`config.mk`:
```
export PLATFORM = sky130hd
export DESIGN_NAME = text_console_cursor_engine
export DESIGN_NICKNAME = d
export VERILOG_FILES = /design/src/tcce_pkg.sv /design/src/tcce_front.sv /design/src/tcce_queue.sv /design/src/tcce_back.sv /design/src/text_console_cursor_engine.sv
export SDC_FILE = /design/constraint.sdc
export NUM_CORES = 1
export LEC_CHECK = 0
export BUFFER_PORTS_ARGS = -buffer_cell sky130_fd_sc_hd__buf_2
export CAP_MARGIN = 20
export CORE_ASPECT_RATIO = 0.6
export CORE_MARGIN = 2
export CORE_UTILIZATION = 50
export CTS_BUF_LIST = sky130_fd_sc_hd__clkbuf_8
export CTS_CLUSTER_DIAMETER = 80
export CTS_CLUSTER_SIZE = 30
export DETAILED_ROUTE_END_ITERATION = 10
export PLACE_DENSITY = 0.76
export SETUP_SLACK_MARGIN = 0.3
export SYNTH_ARGS = -nofsm -noshare
export SYNTH_HDL_FRONTEND = slang
export SYNTH_SLANG_ARGS = --single-unit
```
`constraint.sdc`:
```
create_clock -name clk -period 15.8 [get_ports clk]
set_clock_uncertainty 0.05 [all_clocks]
set_input_delay 0.79 -clock clk [delete_from_list [all_inputs] [get_ports clk]]
set_output_delay 0.79 -clock clk [all_outputs]
set_load 0.01 [all_outputs]
```
`src/tcce_pkg.sv`:
```
`timescale 1ns / 1ps
package tcce_pkg;

  localparam int DEF_MAX_SCREEN_WIDTH  = 4096;
  localparam int DEF_MAX_SCREEN_HEIGHT = 4096;

  localparam int DIM_W      = 13;
  localparam int ROW_W      = 9;
  localparam int CFG_IDX_W  = 1;
  localparam int IN_DATA_W  = 40;
  localparam int OUT_DATA_W = 120;

  localparam logic [CFG_IDX_W-1:0] REG_SCREEN_WIDTH  = 1'b0;
  localparam logic [CFG_IDX_W-1:0] REG_SCREEN_HEIGHT = 1'b1;

  localparam logic [DIM_W-1:0] RESET_SCREEN_WIDTH  = 13'd1024;
  localparam logic [DIM_W-1:0] RESET_SCREEN_HEIGHT = 13'd768;
  localparam int               MIN_DIM             = 16;

  localparam int CELL_W = 9;
  localparam int CELL_H = 16;

  localparam logic [ROW_W-1:0] ROW_MAX = 9'd511;

  // floor(w / 9) == (w * RECIP9) >> RECIP_SHIFT for all w below 2**13
  localparam logic [DIM_W-1:0] RECIP9      = 13'd7282;
  localparam int               RECIP_SHIFT = 16;

  localparam int               TAB_CNT_W = 3;
  localparam logic [TAB_CNT_W-1:0] TAB_LAST = 3'd7;

  localparam logic [7:0] CHAR_BS = 8'd8;
  localparam logic [7:0] CHAR_HT = 8'd9;
  localparam logic [7:0] CHAR_LF = 8'd10;
  localparam logic [7:0] CHAR_CR = 8'd13;

  localparam int QDEPTH = 4;
  localparam int QPTR_W = 2;

  typedef enum logic [2:0] {
    OP_CHAR = 3'd0,
    OP_LF   = 3'd1,
    OP_CR   = 3'd2,
    OP_BS   = 3'd3,
    OP_TAB  = 3'd4,
    OP_EOT  = 3'd5
  } op_kind_t;

  typedef struct packed {
    op_kind_t    kind;
    logic [7:0]  code;
    logic [31:0] color;
  } op_t;

  typedef struct packed {
    logic [DIM_W-1:0] width;
    logic [DIM_W-1:0] height;
  } screen_cfg_t;

  typedef struct packed {
    logic             kind;
    logic [7:0]       glyph;
    logic [31:0]      draw_color;
    logic [11:0]      pixel_x;
    logic [11:0]      pixel_y;
    logic             scroll_first;
    logic [DIM_W-1:0] region_left;
    logic [DIM_W-1:0] region_top;
    logic [DIM_W-1:0] region_right;
    logic [DIM_W-1:0] region_bottom;
    logic             last;
  } result_t;

endpackage

```
`src/tcce_front.sv`:
```
`timescale 1ns / 1ps
module tcce_front (
  input  logic                           in_tvalid,
  output logic                           in_tready,
  input  logic [tcce_pkg::IN_DATA_W-1:0] in_tdata,
  input  logic                           in_tuser,
  input  logic                           q_full,
  output logic                           push,
  output tcce_pkg::op_t                  push_op
);

  logic [7:0] code;

  assign code      = in_tdata[7:0];
  assign in_tready = !q_full;
  assign push      = in_tvalid && !q_full;

  always_comb begin
    push_op.code  = code;
    push_op.color = in_tdata[39:8];
    if (in_tuser) begin
      push_op.kind = tcce_pkg::OP_EOT;
    end else begin
      unique case (code)
        tcce_pkg::CHAR_LF: push_op.kind = tcce_pkg::OP_LF;
        tcce_pkg::CHAR_CR: push_op.kind = tcce_pkg::OP_CR;
        tcce_pkg::CHAR_BS: push_op.kind = tcce_pkg::OP_BS;
        tcce_pkg::CHAR_HT: push_op.kind = tcce_pkg::OP_TAB;
        default:           push_op.kind = tcce_pkg::OP_CHAR;
      endcase
    end
  end

endmodule

```
`src/tcce_queue.sv`:
```
`timescale 1ns / 1ps
module tcce_queue (
  input  logic          clk,
  input  logic          rst_n,
  input  logic          push,
  input  tcce_pkg::op_t push_op,
  output logic          full,
  output logic          head_valid,
  output tcce_pkg::op_t head_op,
  input  logic          pop
);

  tcce_pkg::op_t               mem_r [tcce_pkg::QDEPTH];
  logic [tcce_pkg::QPTR_W-1:0] wr_ptr_r, wr_ptr_nxt;
  logic [tcce_pkg::QPTR_W-1:0] rd_ptr_r, rd_ptr_nxt;
  logic [tcce_pkg::QPTR_W:0]   count_r, count_nxt;
  logic                        do_pop;

  assign full       = count_r == (tcce_pkg::QPTR_W + 1)'(tcce_pkg::QDEPTH);
  assign head_valid = count_r != '0;
  assign head_op    = mem_r[rd_ptr_r];
  assign do_pop     = pop && head_valid;

  always_comb begin
    wr_ptr_nxt = push ? wr_ptr_r + 1'b1 : wr_ptr_r;
    rd_ptr_nxt = do_pop ? rd_ptr_r + 1'b1 : rd_ptr_r;
    count_nxt  = count_r;
    if (push && !do_pop) begin
      count_nxt = count_r + 1'b1;
    end else if (!push && do_pop) begin
      count_nxt = count_r - 1'b1;
    end
  end

  always_ff @(posedge clk) begin
    if (!rst_n) begin
      wr_ptr_r <= '0;
      rd_ptr_r <= '0;
      count_r  <= '0;
    end else begin
      wr_ptr_r <= wr_ptr_nxt;
      rd_ptr_r <= rd_ptr_nxt;
      count_r  <= count_nxt;
    end
  end

  always_ff @(posedge clk) begin
    if (push) begin
      mem_r[wr_ptr_r] <= push_op;
    end
  end

endmodule

```
`src/tcce_back.sv`:
```
`timescale 1ns / 1ps
module tcce_back #(
  parameter int MAX_SCREEN_WIDTH  = tcce_pkg::DEF_MAX_SCREEN_WIDTH,
  parameter int MAX_SCREEN_HEIGHT = tcce_pkg::DEF_MAX_SCREEN_HEIGHT
) (
  input  logic                  clk,
  input  logic                  rst_n,
  input  tcce_pkg::screen_cfg_t cfg,
  input  logic                  head_valid,
  input  tcce_pkg::op_t         head_op,
  output logic                  pop,
  input  logic                  out_ready,
  output logic                  out_valid,
  output tcce_pkg::result_t     out_res
);

  localparam int DIM_W = tcce_pkg::DIM_W;
  localparam int LIM_W = DIM_W + 1;
  localparam int ROW_W = tcce_pkg::ROW_W;
  localparam int COL_W = $clog2(MAX_SCREEN_WIDTH / tcce_pkg::CELL_W + 1);
  localparam logic [LIM_W-1:0] MAX_W_L = LIM_W'(MAX_SCREEN_WIDTH);
  localparam logic [LIM_W-1:0] MAX_H_L = LIM_W'(MAX_SCREEN_HEIGHT);
  localparam logic [LIM_W-1:0] MIN_L   = LIM_W'(tcce_pkg::MIN_DIM);

  logic [COL_W-1:0]               col_r, col_nxt;
  logic [ROW_W-1:0]               row_r, row_nxt;
  logic                           box_valid_r, box_valid_nxt;
  logic [DIM_W-1:0]               box_left_r, box_left_nxt;
  logic [DIM_W-1:0]               box_top_r, box_top_nxt;
  logic [DIM_W-1:0]               box_right_r, box_right_nxt;
  logic [DIM_W-1:0]               box_bottom_r, box_bottom_nxt;
  logic [tcce_pkg::TAB_CNT_W-1:0] tab_cnt_r, tab_cnt_nxt;
  logic                           out_valid_r, out_valid_nxt;
  tcce_pkg::result_t              out_res_r, out_res_nxt;

  logic [LIM_W-1:0]   w_ext, h_ext, eff_w_ext, eff_h_ext;
  logic [DIM_W-1:0]   eff_w, eff_h;
  logic [2*DIM_W-1:0] cols_prod;
  logic [COL_W-1:0]   cols;
  logic [ROW_W-1:0]   rows;

  logic             wrap, scroll;
  logic [COL_W-1:0] col_a, col_m1;
  logic [ROW_W-1:0] row_inc, row_a, row_b;
  logic [DIM_W-1:0] px, py;
  logic [LIM_W-1:0] px_end, py_end, right_m, bottom_m;
  logic [DIM_W-1:0] m_left, m_top, m_right, m_bottom;

  logic              out_free, step, draw, draw_last, emit;
  tcce_pkg::result_t res;

  // effective screen size and cell grid
  always_comb begin
    w_ext = {1'b0, cfg.width};
    h_ext = {1'b0, cfg.height};
    if (w_ext < MIN_L) begin
      eff_w_ext = MIN_L;
    end else if (w_ext > MAX_W_L) begin
      eff_w_ext = MAX_W_L;
    end else begin
      eff_w_ext = w_ext;
    end
    if (h_ext < MIN_L) begin
      eff_h_ext = MIN_L;
    end else if (h_ext > MAX_H_L) begin
      eff_h_ext = MAX_H_L;
    end else begin
      eff_h_ext = h_ext;
    end
  end

  assign eff_w     = eff_w_ext[DIM_W-1:0];
  assign eff_h     = eff_h_ext[DIM_W-1:0];
  assign cols_prod = eff_w * tcce_pkg::RECIP9;
  assign cols      = cols_prod[tcce_pkg::RECIP_SHIFT +: COL_W];
  assign rows      = eff_h[DIM_W-1:4];

  // one cursor advance and the cell it draws
  always_comb begin
    wrap    = col_r >= cols;
    row_inc = (row_r == tcce_pkg::ROW_MAX) ? row_r : row_r + 1'b1;
    col_a   = wrap ? COL_W'(1) : col_r + 1'b1;
    row_a   = wrap ? row_inc : row_r;
    scroll  = row_a >= rows;
    row_b   = scroll ? rows - 1'b1 : row_a;
    col_m1  = col_a - 1'b1;
    px      = (DIM_W'(col_m1) << 3) + DIM_W'(col_m1);
    py      = {row_b, 4'b0000};
    px_end  = {1'b0, px} + LIM_W'(tcce_pkg::CELL_W);
    py_end  = {1'b0, py} + LIM_W'(tcce_pkg::CELL_H);

    if (scroll) begin
      m_left   = '0;
      m_top    = '0;
      right_m  = '0;
      bottom_m = '0;
      m_right  = eff_w;
      m_bottom = eff_h;
    end else begin
      if (box_valid_r) begin
        m_left   = (px < box_left_r) ? px : box_left_r;
        m_top    = (py < box_top_r) ? py : box_top_r;
        right_m  = (px_end > {1'b0, box_right_r}) ? px_end : {1'b0, box_right_r};
        bottom_m = (py_end > {1'b0, box_bottom_r}) ? py_end : {1'b0, box_bottom_r};
      end else begin
        m_left   = px;
        m_top    = py;
        right_m  = px_end;
        bottom_m = py_end;
      end
      m_right  = (right_m > eff_w_ext) ? eff_w : right_m[DIM_W-1:0];
      m_bottom = (bottom_m > eff_h_ext) ? eff_h : bottom_m[DIM_W-1:0];
    end
  end

  assign out_free = !out_valid_r || out_ready;
  assign step     = head_valid && out_free;

  always_comb begin
    col_nxt        = col_r;
    row_nxt        = row_r;
    box_valid_nxt  = box_valid_r;
    box_left_nxt   = box_left_r;
    box_top_nxt    = box_top_r;
    box_right_nxt  = box_right_r;
    box_bottom_nxt = box_bottom_r;
    tab_cnt_nxt    = tab_cnt_r;
    pop            = 1'b0;
    draw           = 1'b0;
    draw_last      = 1'b0;
    emit           = 1'b0;
    res            = '0;

    if (step) begin
      unique case (head_op.kind)
        tcce_pkg::OP_EOT: begin
          pop = 1'b1;
          if (box_valid_r && box_right_r > box_left_r && box_bottom_r > box_top_r) begin
            emit              = 1'b1;
            res.kind          = 1'b1;
            res.region_left   = box_left_r;
            res.region_top    = box_top_r;
            res.region_right  = box_right_r;
            res.region_bottom = box_bottom_r;
            res.last          = 1'b1;
            box_valid_nxt     = 1'b0;
          end
        end
        tcce_pkg::OP_LF: begin
          pop     = 1'b1;
          row_nxt = row_inc;
          col_nxt = '0;
        end
        tcce_pkg::OP_CR: begin
          pop     = 1'b1;
          col_nxt = '0;
        end
        tcce_pkg::OP_BS: begin
          pop = 1'b1;
          if (col_r != '0) begin
            col_nxt = col_r - 1'b1;
          end else begin
            draw      = 1'b1;
            draw_last = 1'b1;
          end
        end
        tcce_pkg::OP_TAB: begin
          draw        = 1'b1;
          draw_last   = tab_cnt_r == tcce_pkg::TAB_LAST;
          pop         = draw_last;
          tab_cnt_nxt = tab_cnt_r + 1'b1;
        end
        tcce_pkg::OP_CHAR: begin
          pop       = 1'b1;
          draw      = 1'b1;
          draw_last = 1'b1;
        end
        default: begin
          pop = 1'b1;
        end
      endcase

      if (draw) begin
        col_nxt            = col_a;
        row_nxt            = row_b;
        box_valid_nxt      = 1'b1;
        box_left_nxt       = m_left;
        box_top_nxt        = m_top;
        box_right_nxt      = m_right;
        box_bottom_nxt     = m_bottom;
        emit               = 1'b1;
        res.glyph          = head_op.code;
        res.draw_color     = head_op.color;
        res.pixel_x        = px[11:0];
        res.pixel_y        = py[11:0];
        res.scroll_first   = scroll;
        res.last           = draw_last;
      end
    end
  end

  always_comb begin
    out_valid_nxt = out_valid_r;
    out_res_nxt   = out_res_r;
    if (out_free) begin
      out_valid_nxt = emit;
      if (emit) begin
        out_res_nxt = res;
      end
    end
  end

  always_ff @(posedge clk) begin
    if (!rst_n) begin
      col_r        <= '0;
      row_r        <= '0;
      box_valid_r  <= 1'b0;
      box_left_r   <= '0;
      box_top_r    <= '0;
      box_right_r  <= '0;
      box_bottom_r <= '0;
      tab_cnt_r    <= '0;
      out_valid_r  <= 1'b0;
    end else begin
      col_r        <= col_nxt;
      row_r        <= row_nxt;
      box_valid_r  <= box_valid_nxt;
      box_left_r   <= box_left_nxt;
      box_top_r    <= box_top_nxt;
      box_right_r  <= box_right_nxt;
      box_bottom_r <= box_bottom_nxt;
      tab_cnt_r    <= tab_cnt_nxt;
      out_valid_r  <= out_valid_nxt;
    end
  end

  always_ff @(posedge clk) begin
    out_res_r <= out_res_nxt;
  end

  assign out_valid = out_valid_r;
  assign out_res   = out_res_r;

endmodule

```
`src/text_console_cursor_engine.sv`:
```
`timescale 1ns / 1ps
// Results pass through the request queue and the output register before they appear on
// out_tvalid. The block takes one request per cycle while out_tready does not stall it; a tab
// yields 8 draws, while the 4-deep request queue keeps taking input until it is full.
// Reset (rst_n, synchronous, active low): screen 1024x768, cursor at column 0, row 0,
// dirty box empty, queue and output register empty.
module text_console_cursor_engine #(
  parameter int MAX_SCREEN_WIDTH  = tcce_pkg::DEF_MAX_SCREEN_WIDTH,
  parameter int MAX_SCREEN_HEIGHT = tcce_pkg::DEF_MAX_SCREEN_HEIGHT
) (
  input  logic                            clk,
  input  logic                            rst_n,
  input  logic                            in_tvalid,
  output logic                            in_tready,
  // char_code [7:0], ink_color [39:8]
  input  logic [tcce_pkg::IN_DATA_W-1:0]  in_tdata,
  // action
  input  logic                            in_tuser,
  output logic                            out_tvalid,
  input  logic                            out_tready,
  // glyph [7:0], draw_color [39:8], pixel_x [51:40], pixel_y [63:52],
  // scroll_first [64], region_left [77:65], region_top [90:78],
  // region_right [103:91], region_bottom [116:104], zero [119:117]
  output logic [tcce_pkg::OUT_DATA_W-1:0] out_tdata,
  // kind
  output logic                            out_tuser,
  output logic                            out_tlast,
  input  logic                            cfg_wr_en,
  input  logic [tcce_pkg::CFG_IDX_W-1:0]  cfg_index,
  input  logic [tcce_pkg::DIM_W-1:0]      cfg_wr_data
);

  tcce_pkg::screen_cfg_t cfg_r, cfg_nxt;
  logic                  q_full, push, head_valid, pop;
  tcce_pkg::op_t         push_op, head_op;
  tcce_pkg::result_t     res;

  always_comb begin
    cfg_nxt = cfg_r;
    if (cfg_wr_en) begin
      unique case (cfg_index)
        tcce_pkg::REG_SCREEN_WIDTH:  cfg_nxt.width  = cfg_wr_data;
        tcce_pkg::REG_SCREEN_HEIGHT: cfg_nxt.height = cfg_wr_data;
        default: ;
      endcase
    end
  end

  always_ff @(posedge clk) begin
    if (!rst_n) begin
      cfg_r.width  <= tcce_pkg::RESET_SCREEN_WIDTH;
      cfg_r.height <= tcce_pkg::RESET_SCREEN_HEIGHT;
    end else begin
      cfg_r <= cfg_nxt;
    end
  end

  tcce_front u_front (
    .in_tvalid (in_tvalid),
    .in_tready (in_tready),
    .in_tdata  (in_tdata),
    .in_tuser  (in_tuser),
    .q_full    (q_full),
    .push      (push),
    .push_op   (push_op)
  );

  tcce_queue u_queue (
    .clk        (clk),
    .rst_n      (rst_n),
    .push       (push),
    .push_op    (push_op),
    .full       (q_full),
    .head_valid (head_valid),
    .head_op    (head_op),
    .pop        (pop)
  );

  tcce_back #(
    .MAX_SCREEN_WIDTH  (MAX_SCREEN_WIDTH),
    .MAX_SCREEN_HEIGHT (MAX_SCREEN_HEIGHT)
  ) u_back (
    .clk        (clk),
    .rst_n      (rst_n),
    .cfg        (cfg_r),
    .head_valid (head_valid),
    .head_op    (head_op),
    .pop        (pop),
    .out_ready  (out_tready),
    .out_valid  (out_tvalid),
    .out_res    (res)
  );

  assign out_tdata = {3'b000, res.region_bottom, res.region_right, res.region_top,
                      res.region_left, res.scroll_first, res.pixel_y, res.pixel_x,
                      res.draw_color, res.glyph};
  assign out_tuser = res.kind;
  assign out_tlast = res.last;

  // a refresh region is always the only result of its request
  a_region_last: assert property (@(posedge clk) disable iff (!rst_n)
    out_tvalid && out_tuser |-> out_tlast)
    else $error("refresh region without tlast");

  // a refresh region is never empty
  a_region_area: assert property (@(posedge clk) disable iff (!rst_n)
    out_tvalid && out_tuser |->
      (res.region_right > res.region_left) && (res.region_bottom > res.region_top))
    else $error("empty refresh region");

  // pop only from a non-empty queue
  a_pop_head: assert property (@(posedge clk) disable iff (!rst_n)
    pop |-> head_valid)
    else $error("pop on empty queue");

  a_reset_idle: assert property (@(posedge clk)
    !rst_n |=> !out_tvalid)
    else $error("output valid after reset");

endmodule

```
==> flow_summary.ini, run 1 <==
[floorplanning]
io_pins = 184
die_width_um = 274
fp.dieH_um = 166
start_util_pct = 50.6
die-area_sq_um = 45600
rows = 59
core_sq_um = 43300

[power_and_ir_drop]
switching_share_pct = 47.7
p_leak_nw = 9.67
ir_drop_uv = 155
p_int_mw = 2.70
p_seq_share_pct = 28.7
p_switching_mw = 2.46
p_total_mw = 5.15
p_per_area_nw_per_um2 = 215
combPwrFrac_pct = 62.5
clkPwrFrac_pct = 8.8

[grt]
grt_pass1_wl_um = 90800
antenna_found_initial = 8
overflow = 0
grt_util_all_layers_pct = 25.8
grt_use_met3_pct = 5.55
grt_start_max_net_pins = 69
grt_pass1_vias = 15400
grt.met1_usage_pct = 40.1
use_met2_pct = 36.6
top_usage_layer = met1

[synth]
post-synth-top-count-cell = edfxtp_1
synth_top_family_by_area = adder cells
synth_warnings = 0
syn_area_sq_um = 21900
yosys.cell_types.count = 90
syn_avg_cell_area_sq_um = 11.2
synth_ff_type = edfxtp_1
synth_top_cell_by_area = edfxtp_1
ys_top_cells_by_area = edfxtp_1 39%, ha_1 11%, dfxtp_1 9.7%
yosys-top-cells-count = 283 x edfxtp_1, 195 x ha_1, 167 x inv_1
synthAdderAreaFrac_pct = 14.4
yosys.area_share.simple_pct = 13.3
ys_seq_elements = 389
synth_edf_count = 283
synth_compound_area_share_pct = 10.5
yosys.area_share.xor_xnor_pct = 2.39
ys_seq_area_share_pct = 48.4
synth_top_cell_area_share_pct = 38.7
synth_async_sr_flop_share_pct = 0
synthCells = 1954
synth.area.mux_share_pct = 5.97

[final_layout]
finish.utilization_pct = 55.3
register_area_sq_um = 10600
fin_nets = 2385
synthToLayoutAreaGrowth_pct = 9.21
drive_gt1_share_pct = 17.0
multi_input_area_sq_um = 10400
nFillCells = 3730

[sta]
fmax_ghz = 0.0677
rsz0062_at_grt = no
worst_slew_pin_slew_ns = 1.04
setup_viol = 0
period_needed_ns = 14.76
setup_ws_ns = 1.04
final.setup.tns_ns = 0
max-slew-margin-rel_pct = 30.1
timing.final.hold_violations = 0
post-route-period-util_pct = 93.4
drv_slew = 0

[worst_setup_path]
cp_slowest_cell = fa_1
slowest_delay_ns = 0.53
cp_max_fo = 8
critPathArrivalTime_ns = 15.27
crit_type = flip-flop to flip-flop
worstPathRequired_ns = 16.31
end_kind = flip-flop
cp-start-kind = flip-flop

[min_path]
hold_class = input pin to flip-flop

[clock_network]
cts_buffer_depth = 3
cts_buffers = 18
worstSkewPairLatency_ns = 0.66
clockRootBuffer = clkbuf_8
clock_sinks = 389
htreeDepth = 1
cts_tree = yes
path_clk_slew_ns = 0.20
hold_buffers = 0

[drt]
drtAntennaViolNets = 0
drtPass1Iterations = 5
first_iter_violations = 1660
vias_per_cell = 5.93
vias = 16000
wl_per_cell_um = 22.0
drc_errors = 0
totalWireLength_um = 59400

[flow_run]
cap_viol_max_count = 0

[placement]
io_buffers = 172
hpwl_um = 44600
place_ws_ns = 0.0916
gp_congestion = 0.985

[outcome]
status = finished clean
[repair_timing]
item                       4_1_cts  5_1_grt
pin swaps                        0        3
hold endpoints to repair         0        0
buffers inserted                 0        5
resized for setup                2       25
setup endpoints to repair       12       26
[power groups by stage]
stage | Combinational [mW] | Sequential [mW] | Clock, mW
4_1_cts | 3.12 | 1.48 | 0.468
3_5_place_dp | 3.09 | 1.50 | 0
2_1_floorplan | 2.12 | 1.52 | 0
5_1_grt | 3.51 | 1.50 | 0.499
3_3_place_gp | 3.03 | 1.50 | 0
6_report | 3.22 | 1.48 | 0.456
[registers in the layout, summed over array words and instances (netlist names), 2 cells and up, named ones only]
signal,flops
u_queue.mem_r,172
u_back.out_res,111
cfg_r,26
u_back.box_bottom_r,13
u_back.box_left_r,13
u_back.box_right_r,13
u_back.box_top_r,9
u_back.col_r,9
u_back.row_r,9
u_back.tab_cnt_r,3
u_queue.count_r,3
u_queue.rd_ptr_r,2
u_queue.wr_ptr_r,2
[kinds of logic (layout without fill, tap and decap cells)]
group                      after synthesis  in the layout
and+or+nand+nor                        574            574
DFF                                    389            389
AOI/OAI and AO/OA                      353            353
buffers and inverters                  272            414
adders and majority gates              231            231
muxes                                   75             75
xor gates and xnor gates                59             59
other                                    1             19
[final timing paths]
kind                                                         start                                  end  slack [ns]  cells after the start
worst max-delay path                        cfg_r[23]$_SDFFE_PN1P_  u_back.box_bottom_r[8]$_SDFFE_PN0P_        1.04                     60
worst min-delay path                                  in_tdata[22]       u_queue.mem_r[2][14]$_DFFE_PP_        0.30                      1
worst max register to register              cfg_r[23]$_SDFFE_PN1P_  u_back.box_bottom_r[8]$_SDFFE_PN0P_        1.04                     60
worst min register to register  u_back.box_left_r[11]$_SDFFE_PN0P_   u_back.box_left_r[11]$_SDFFE_PN0P_        0.41                      2
[final cells by class]
class	count	area share, %
multi-input cells	1303	43.4
flip-flops and latches	389	44.4
repair buffers	214	4.91
clock buffers	18	1.03
diodes	8	0.0836
inverters	168	2.65
clock inverters	14	0.543
well taps	579	3.02
[metrics by stage]
step	instance area, sq um	hold slack [ns]	cells
floorplan	22000	0.382	1964
global placement	23400	0.389	2647
detailed placement	23400	0.397	2647
CTS	23800	0.268	2679
global route	24000	0.270	2693
finish	24000	0.302	2693
[per-layer routing]
metal	up-vias	share of wire [%]
li1	7426	-
met1	7884	47
met2	587	42
met3	77	8.3
met4	0	2.5
met5	-	0
[cell usage in the layout (no fill, tap or decap), types with 39 or more instances in the layout]
| cell | n |
|---|---|
| edfxtp_1 | 283 |
| ha_1 | 194 |
| buf_2 | 172 |
| inv_1 | 171 |
| nand2_1 | 144 |
| nor2_1 | 109 |
| a21oi_1 | 107 |
| dfxtp_1 | 103 |
| o21ai_0 | 66 |
| nor4_1 | 56 |
| and3_1 | 51 |
| mux4_2 | 43 |
| buf_4 | 42 |
| nand3_1 | 41 |
| xnor2_1 | 39 |
[critical path: cells and delay by family, from the launching register on]
family | cells | cell delay, ns
adders and majority gates | 10 | 4.01
DFF | 1 | 0.44
and+or+nand+nor | 9 | 2.12
muxes | 1 | 0.40
AOI/OAI and AO/OA | 28 | 6.06
buffers and inverters | 10 | 1.10
xor gates and xnor gates | 2 | 0.47
(Power assumes the default switching activity.)
==> inputs of run 2 (changes only) <==
--- a/config.mk
+++ b/config.mk
@@ -5,6 +5,7 @@
 export SDC_FILE = /design/constraint.sdc
 export NUM_CORES = 1
 export LEC_CHECK = 0
+export ABC_AREA = 1
 export BUFFER_PORTS_ARGS = -buffer_cell sky130_fd_sc_hd__buf_2
 export CAP_MARGIN = 20
 export CORE_ASPECT_RATIO = 0.6
@@ -15,6 +16,7 @@
 export CTS_CLUSTER_SIZE = 30
 export DETAILED_ROUTE_END_ITERATION = 10
 export PLACE_DENSITY = 0.76
+export RECOVER_POWER = 25
 export SETUP_SLACK_MARGIN = 0.3
 export SYNTH_ARGS = -nofsm -noshare
 export SYNTH_HDL_FRONTEND = slang
==> run 2 against run 1 <==
Against the previous run:
- via count grew 13%
- first-iteration DRC count rose by 20%
- register-to-register slack improved by 0.29 ns
- synthesized cell count increased by 27%
- die area is 2.3% higher
- global-route usage is 0.48 points lower
- design area up 0.80%
- hold slack better by 0.016 ns
- clock-buffer cell count grew 1
- flip-flop and latch count did not move
- critical path type unchanged
- largest cell class unchanged
==> flow_summary.ini, run 2 <==
[outcome]
status = finished clean

[sta]
hold_ws_ns = 0.318
final.setup.tns_ns = 0
worst_slew_pin_slew_ns = 0.911
post-route-period-util_pct = 91.6
period_needed_ns = 14.47
setup_ws_ns = 1.33
rsz0062_at_grt = no
timing.final.hold_violations = 0
max-slew-margin-rel_pct = 38.7
setup_viol = 0
fmax_ghz = 0.0691
drv_slew = 0

[synth]
synth_ff_type = edfxtp_1
syn_avg_cell_area_sq_um = 9.02
synth_top_cell_by_area = edfxtp_1
synth_warnings = 0
yosys-top-cells-count = 397 x nand2_1, 356 x nor2_1, 283 x edfxtp_1
ys_seq_elements = 389
post-synth-top-count-cell = nand2_1
ys_top_cells_by_area = edfxtp_1 38%, ha_1 11%, dfxtp_1 9.5%
yosys.cell_types.count = 60
syn_area_sq_um = 22500
synth_edf_count = 283
synth_top_cell_area_share_pct = 37.9
synthCells = 2489
synth_async_sr_flop_share_pct = 0
ys_seq_area_share_pct = 47.3

[placement]
gp_congestion = 1.03
hpwl_um = 44100
place_ws_ns = 1.19
io_buffers = 172

[grt]
grt_pass1_vias = 16900
grt_start_max_net_pins = 88
overflow = 0
grt_util_all_layers_pct = 25.3
grt_pass1_wl_um = 93100
antenna_found_initial = 2

[min_path]
min_from = in_tdata[39]
whs_path_depth = 1
hold_class = input pin to flip-flop
hold-path-endpoint = u_queue.mem_r[0][31]$_DFFE_PP_

[final_layout]
layout_commonest_cell = nand2_1
synthToLayoutAreaGrowth_pct = 7.57
regMostFlops = u_queue.mem_r
fin_nets = 2907
nFillCells = 3990
drive_gt1_share_pct = 10.2
final_cell_mix = 395 x nand2_1, 351 x nor2_1, 286 x inv_1, 283 x edfxtp_1, 207 x a21oi_1
largest_reg_flops = 172

[floorplanning]
fp.dieH_um = 168
die_width_um = 278
io_pins = 184
core_sq_um = 44600
rows = 60
start_util_pct = 50.3
die-area_sq_um = 46700

[worst_setup_path]
slowest_delay_ns = 0.55
cp-start-kind = flip-flop
cp_max_fo = 23
crit_top_cell = nand2_1
r2r_slack_ns = 1.33
critPathArrivalTime_ns = 14.95
cp_slowest_cell = fa_1
worstPathRequired_ns = 16.28
reg2reg_from = cfg_r[19]$_SDFFE_PN0P_
crit_type = flip-flop to flip-flop
end_kind = flip-flop
rr_worst_depth = 68
reg2reg_to = u_back.box_right_r[4]$_SDFFE_PN0P_

[drt]
first_iter_violations = 1991
drtAntennaViolNets = 0
vias_per_cell = 5.62
drtPass1Iterations = 9
totalWireLength_um = 60300
vias = 18100
drc_errors = 0
wl_per_cell_um = 18.7

[clock_network]
worstSkewPairLatency_ns = 0.67
cts_buffer_depth = 3
cts_buffers = 18
clock_sinks = 389
path_clk_slew_ns = 0.19
htreeDepth = 1
clockRootBuffer = clkbuf_8
cts_tree = yes

[flow_run]
cap_viol_max_count = 0
[run 2: changes by cell type after synthesis, sizes merged, moves of 55 or more]
cell,delta
nor2,+261
inv,+124
a21oi,+111
and3,-55
nand3,+72
nand2,+269
o21ai,+125
[run 2: critical path, delay by kind of cell (launching register included)]
kind                       cells  cell delay, ns
buffers and inverters         11            1.50
DFF                            1            0.36
xor gates and xnor gates       3            0.88
and+or+nand+nor               27            4.20
AOI/OAI and AO/OA             16            2.90
adders and majority gates     11            4.42
[run 2: logic make-up after synthesis]
family | after synthesis | synth area share [%]
flip-flops | 389 | 47.3
adder cells (fa/ha/maj) | 231 | 14.1
other | 1 | 0.0167
buffers and inverters | 390 | 7.09
AO/OA/AOI/OAI | 475 | 11.8
XOR/XNOR | 30 | 1.17
AND/OR/NAND/NOR | 973 | 18.5
[run 2: final cells by class]
class / instances / area, sq um / share of cell area (%)
Clock buffer: 19 / 262 / 1.08
Clock inverter: 13 / 111 / 0.461
Timing Repair Buffer: 189 / 957 / 3.96
Sequential cell: 389 / 10600 / 44.0
Inverter: 297 / 1120 / 4.64
Multi-Input combinational cell: 1720 / 10300 / 42.8
Timing Repair inverter: 1 / 7.51 / 0.0311
Tap cell: 589 / 737 / 3.05
Antenna cell: 1 / 2.50 / 0.0104
[run 2: stage by stage]
stage / instances / util, % / area [sq um]
after floorplan: 2499 / - / 22500
after global placement: 3180 / 53.3 / 23700
after detailed placement: 3180 / 53.3 / 23700
after CTS: 3212 / 54.1 / 24100
after global routing: 3218 / 54.2 / 24100
final: 3218 / 54.2 / 24100
[run 2: metal layers]
layer / up-vias / GRT usage [%] / wire length (um)
li1: 8613 / - / -
met1: 8508 / 38.8 / 27700
met2: 895 / 35.1 / 24000
met3: 72 / 7.44 / 7590
met4: 0 / 5.43 / 991
met5: - / 0 / 0
[run 2: worst max path at each step]
stage	slack, ns	endpoint	startpoint	cells after the start
finish	1.33	u_back.box_right_r[4]$_SDFFE_PN0P_	cfg_r[19]$_SDFFE_PN0P_	68
CTS	1.13	u_back.box_bottom_r[2]$_SDFFE_PN0P_	cfg_r[19]$_SDFFE_PN0P_	66
global placement	1.78	u_back.box_bottom_r[1]$_SDFFE_PN0P_	cfg_r[19]$_SDFFE_PN0P_	68
detailed placement	1.19	u_back.box_bottom_r[2]$_SDFFE_PN0P_	cfg_r[19]$_SDFFE_PN0P_	66
floorplan	4.06	u_back.box_right_r[2]$_SDFFE_PN0P_	cfg_r[19]$_SDFFE_PN0P_	71
global route	0.33	u_back.box_bottom_r[2]$_SDFFE_PN0P_	cfg_r[19]$_SDFFE_PN0P_	68
[run 2: repair_timing]
action	4_1_cts	5_1_grt
setup buffers	0	3
endpoints found under the setup margin	0	25
gates resized for setup	0	7
hold buffers	0	0
Power of run 2 is left out: the tool's default activity adds up to more than one toggle a clock period on the data nets, which glitch-free logic cannot reach.
==> inputs of run 3 (changes only) <==
--- a/config.mk
+++ b/config.mk
@@ -8,13 +8,13 @@
 export ABC_AREA = 1
 export BUFFER_PORTS_ARGS = -buffer_cell sky130_fd_sc_hd__buf_2
 export CAP_MARGIN = 20
-export CORE_ASPECT_RATIO = 0.6
 export CORE_MARGIN = 2
 export CORE_UTILIZATION = 50
 export CTS_BUF_LIST = sky130_fd_sc_hd__clkbuf_8
 export CTS_CLUSTER_DIAMETER = 80
 export CTS_CLUSTER_SIZE = 30
 export DETAILED_ROUTE_END_ITERATION = 10
+export GPL_TIMING_DRIVEN = 0
 export PLACE_DENSITY = 0.76
 export RECOVER_POWER = 25
 export SETUP_SLACK_MARGIN = 0.3
==> run 3 against run 2 <==
Against the previous run:
- utilization rose by 1.9 points
- highest routed layer unchanged
- sequential share of layout area down 1.2 points
- via count grew 0.81%
- cell count up 2.9%
- critical path type unchanged
- critical endpoint is now u_back.box_right_r[3]$_SDFFE_PN0P_
==> flow_summary.ini, run 3 (synthesized netlist as in run 2, its figures left out) <==
[worst_setup_path]
slowest_delay_ns = 0.57
crit_type = flip-flop to flip-flop
cp_max_fo = 10
crit_top_cell = inv_1
critPathArrivalTime_ns = 14.71
end_kind = flip-flop
cp-start-kind = flip-flop
worstPathRequired_ns = 16.35
cp_slowest_cell = fa_1

[grt]
grt_pass1_wl_um = 95400
grt_start_max_net_pins = 69
antenna_found_initial = 0
grt_util_all_layers_pct = 25.7
overflow = 0
grt_pass1_vias = 18000

[floorplanning]
fp.dieH_um = 216
rows = 77
die_width_um = 216
core_sq_um = 44200
io_pins = 184
start_util_pct = 50.8
die-area_sq_um = 46600

[drt]
vias_per_cell = 5.51
drtPass1Iterations = 6
first_iter_violations = 1574
drtAntennaViolNets = 0
vias = 18200
wl_per_cell_um = 18.2
totalWireLength_um = 60300
drc_errors = 0

[final_layout]
synthToLayoutAreaGrowth_pct = 10.5
largest_reg_flops = 172
antenna-diode-count = 0
fin_nets = 2993
regMostFlops = u_queue.mem_r
layout_commonest_cell = nand2_1
drive_gt1_share_pct = 11.0
finish.utilization_pct = 56.1
final_cell_mix = 396 x nand2_1, 352 x nor2_1, 283 x edfxtp_1, 280 x inv_1, 207 x a21oi_1

[sta]
final.setup.tns_ns = 0
post-route-period-util_pct = 89.6
drv_slew = 0
rsz0062_at_grt = no
fmax_ghz = 0.0707
period_needed_ns = 14.15
timing.final.hold_violations = 0
max-slew-margin-rel_pct = 37.6
setup_viol = 0
worst_slew_pin_slew_ns = 0.937

[clock_network]
worstSkewPairLatency_ns = 0.71
clockRootBuffer = clkbuf_8
cts_buffers = 25
cts_resized = 0
cts_tree = yes
htreeDepth = 1
clock_sinks = 389
cts_buffer_depth = 3
post_cts_buffers = 0
path_clk_slew_ns = 0.15
hold_buffers = 0

[placement]
gp_congestion = 0.962
hpwl_um = 46100
io_buffers = 171

[min_path]
hold_class = input pin to flip-flop

[outcome]
status = finished clean

[flow_run]
cap_viol_max_count = 0
[run 3: cell types whose count changed in the layout (fill, tap and decap cells not counted), sizes merged]
cell / before / now
clkbuf: 60 / 114
clkinv: 9 / 14
buf: 148 / 180
clkinvlp: 2 / 1
diode: 1 / 0
[run 3: area by class of cell]
type / count / area, sq um
repair buffers: 176 / 913
inverters: 297 / 1110
well taps: 592 / 741
clock buffers: 25 / 344
flip-flops and latches: 389 / 10600
clock inverters: 18 / 275
multi-input cells: 1720 / 10300
fillers: 3916 / 19400
plain buffers: 93 / 477
[run 3: per-layer routing]
layer,track usage [%],vias up,share of wire (%)
li1,-,8803,-
met4,9.45,0,3.7
met5,0,-,0
met3,3.99,117,6.8
met1,33.2,8652,42
met2,43.9,662,48
[run 3: worst max-delay path: cells and delay by family (launching register included)]
family	cells	cell delay, ns
fa+ha+maj	11	4.41
buf+inv	15	1.85
xor+xnor	3	0.86
flops	1	0.38
compound gates	14	2.40
simple gates	26	4.12
[run 3: final timing paths]
path	end	slack [ns]	depth (start not counted)	from
hold / removal	u_queue.mem_r[0][17]$_DFFE_PP_	0.28	1	in_tdata[25]
hold reg to reg	flip-flop	0.40	2	u_queue.rd_ptr_r[1]$_SDFFE_PN0P_
setup / recovery	u_back.box_right_r[3]$_SDFFE_PN0P_	1.65	69	cfg_r[19]$_SDFFE_PN0P_
setup reg to reg	u_back.box_right_r[3]$_SDFFE_PN0P_	1.65	69	cfg_r[19]$_SDFFE_PN0P_
[run 3: per-stage QoR]
step	hold WS [ns]	cells	cell area, sq um	setup WS (ns)
after CTS	0.212	3310	24800	1.46
after floorplan	0.386	2499	22500	4.06
final	0.283	3310	24800	1.65
after global routing	0.257	3310	24800	0.400
after detailed placement	0.407	3267	24200	1.53
after global placement	0.403	3262	24100	1.80
Power of run 3 is left out for the same reason.
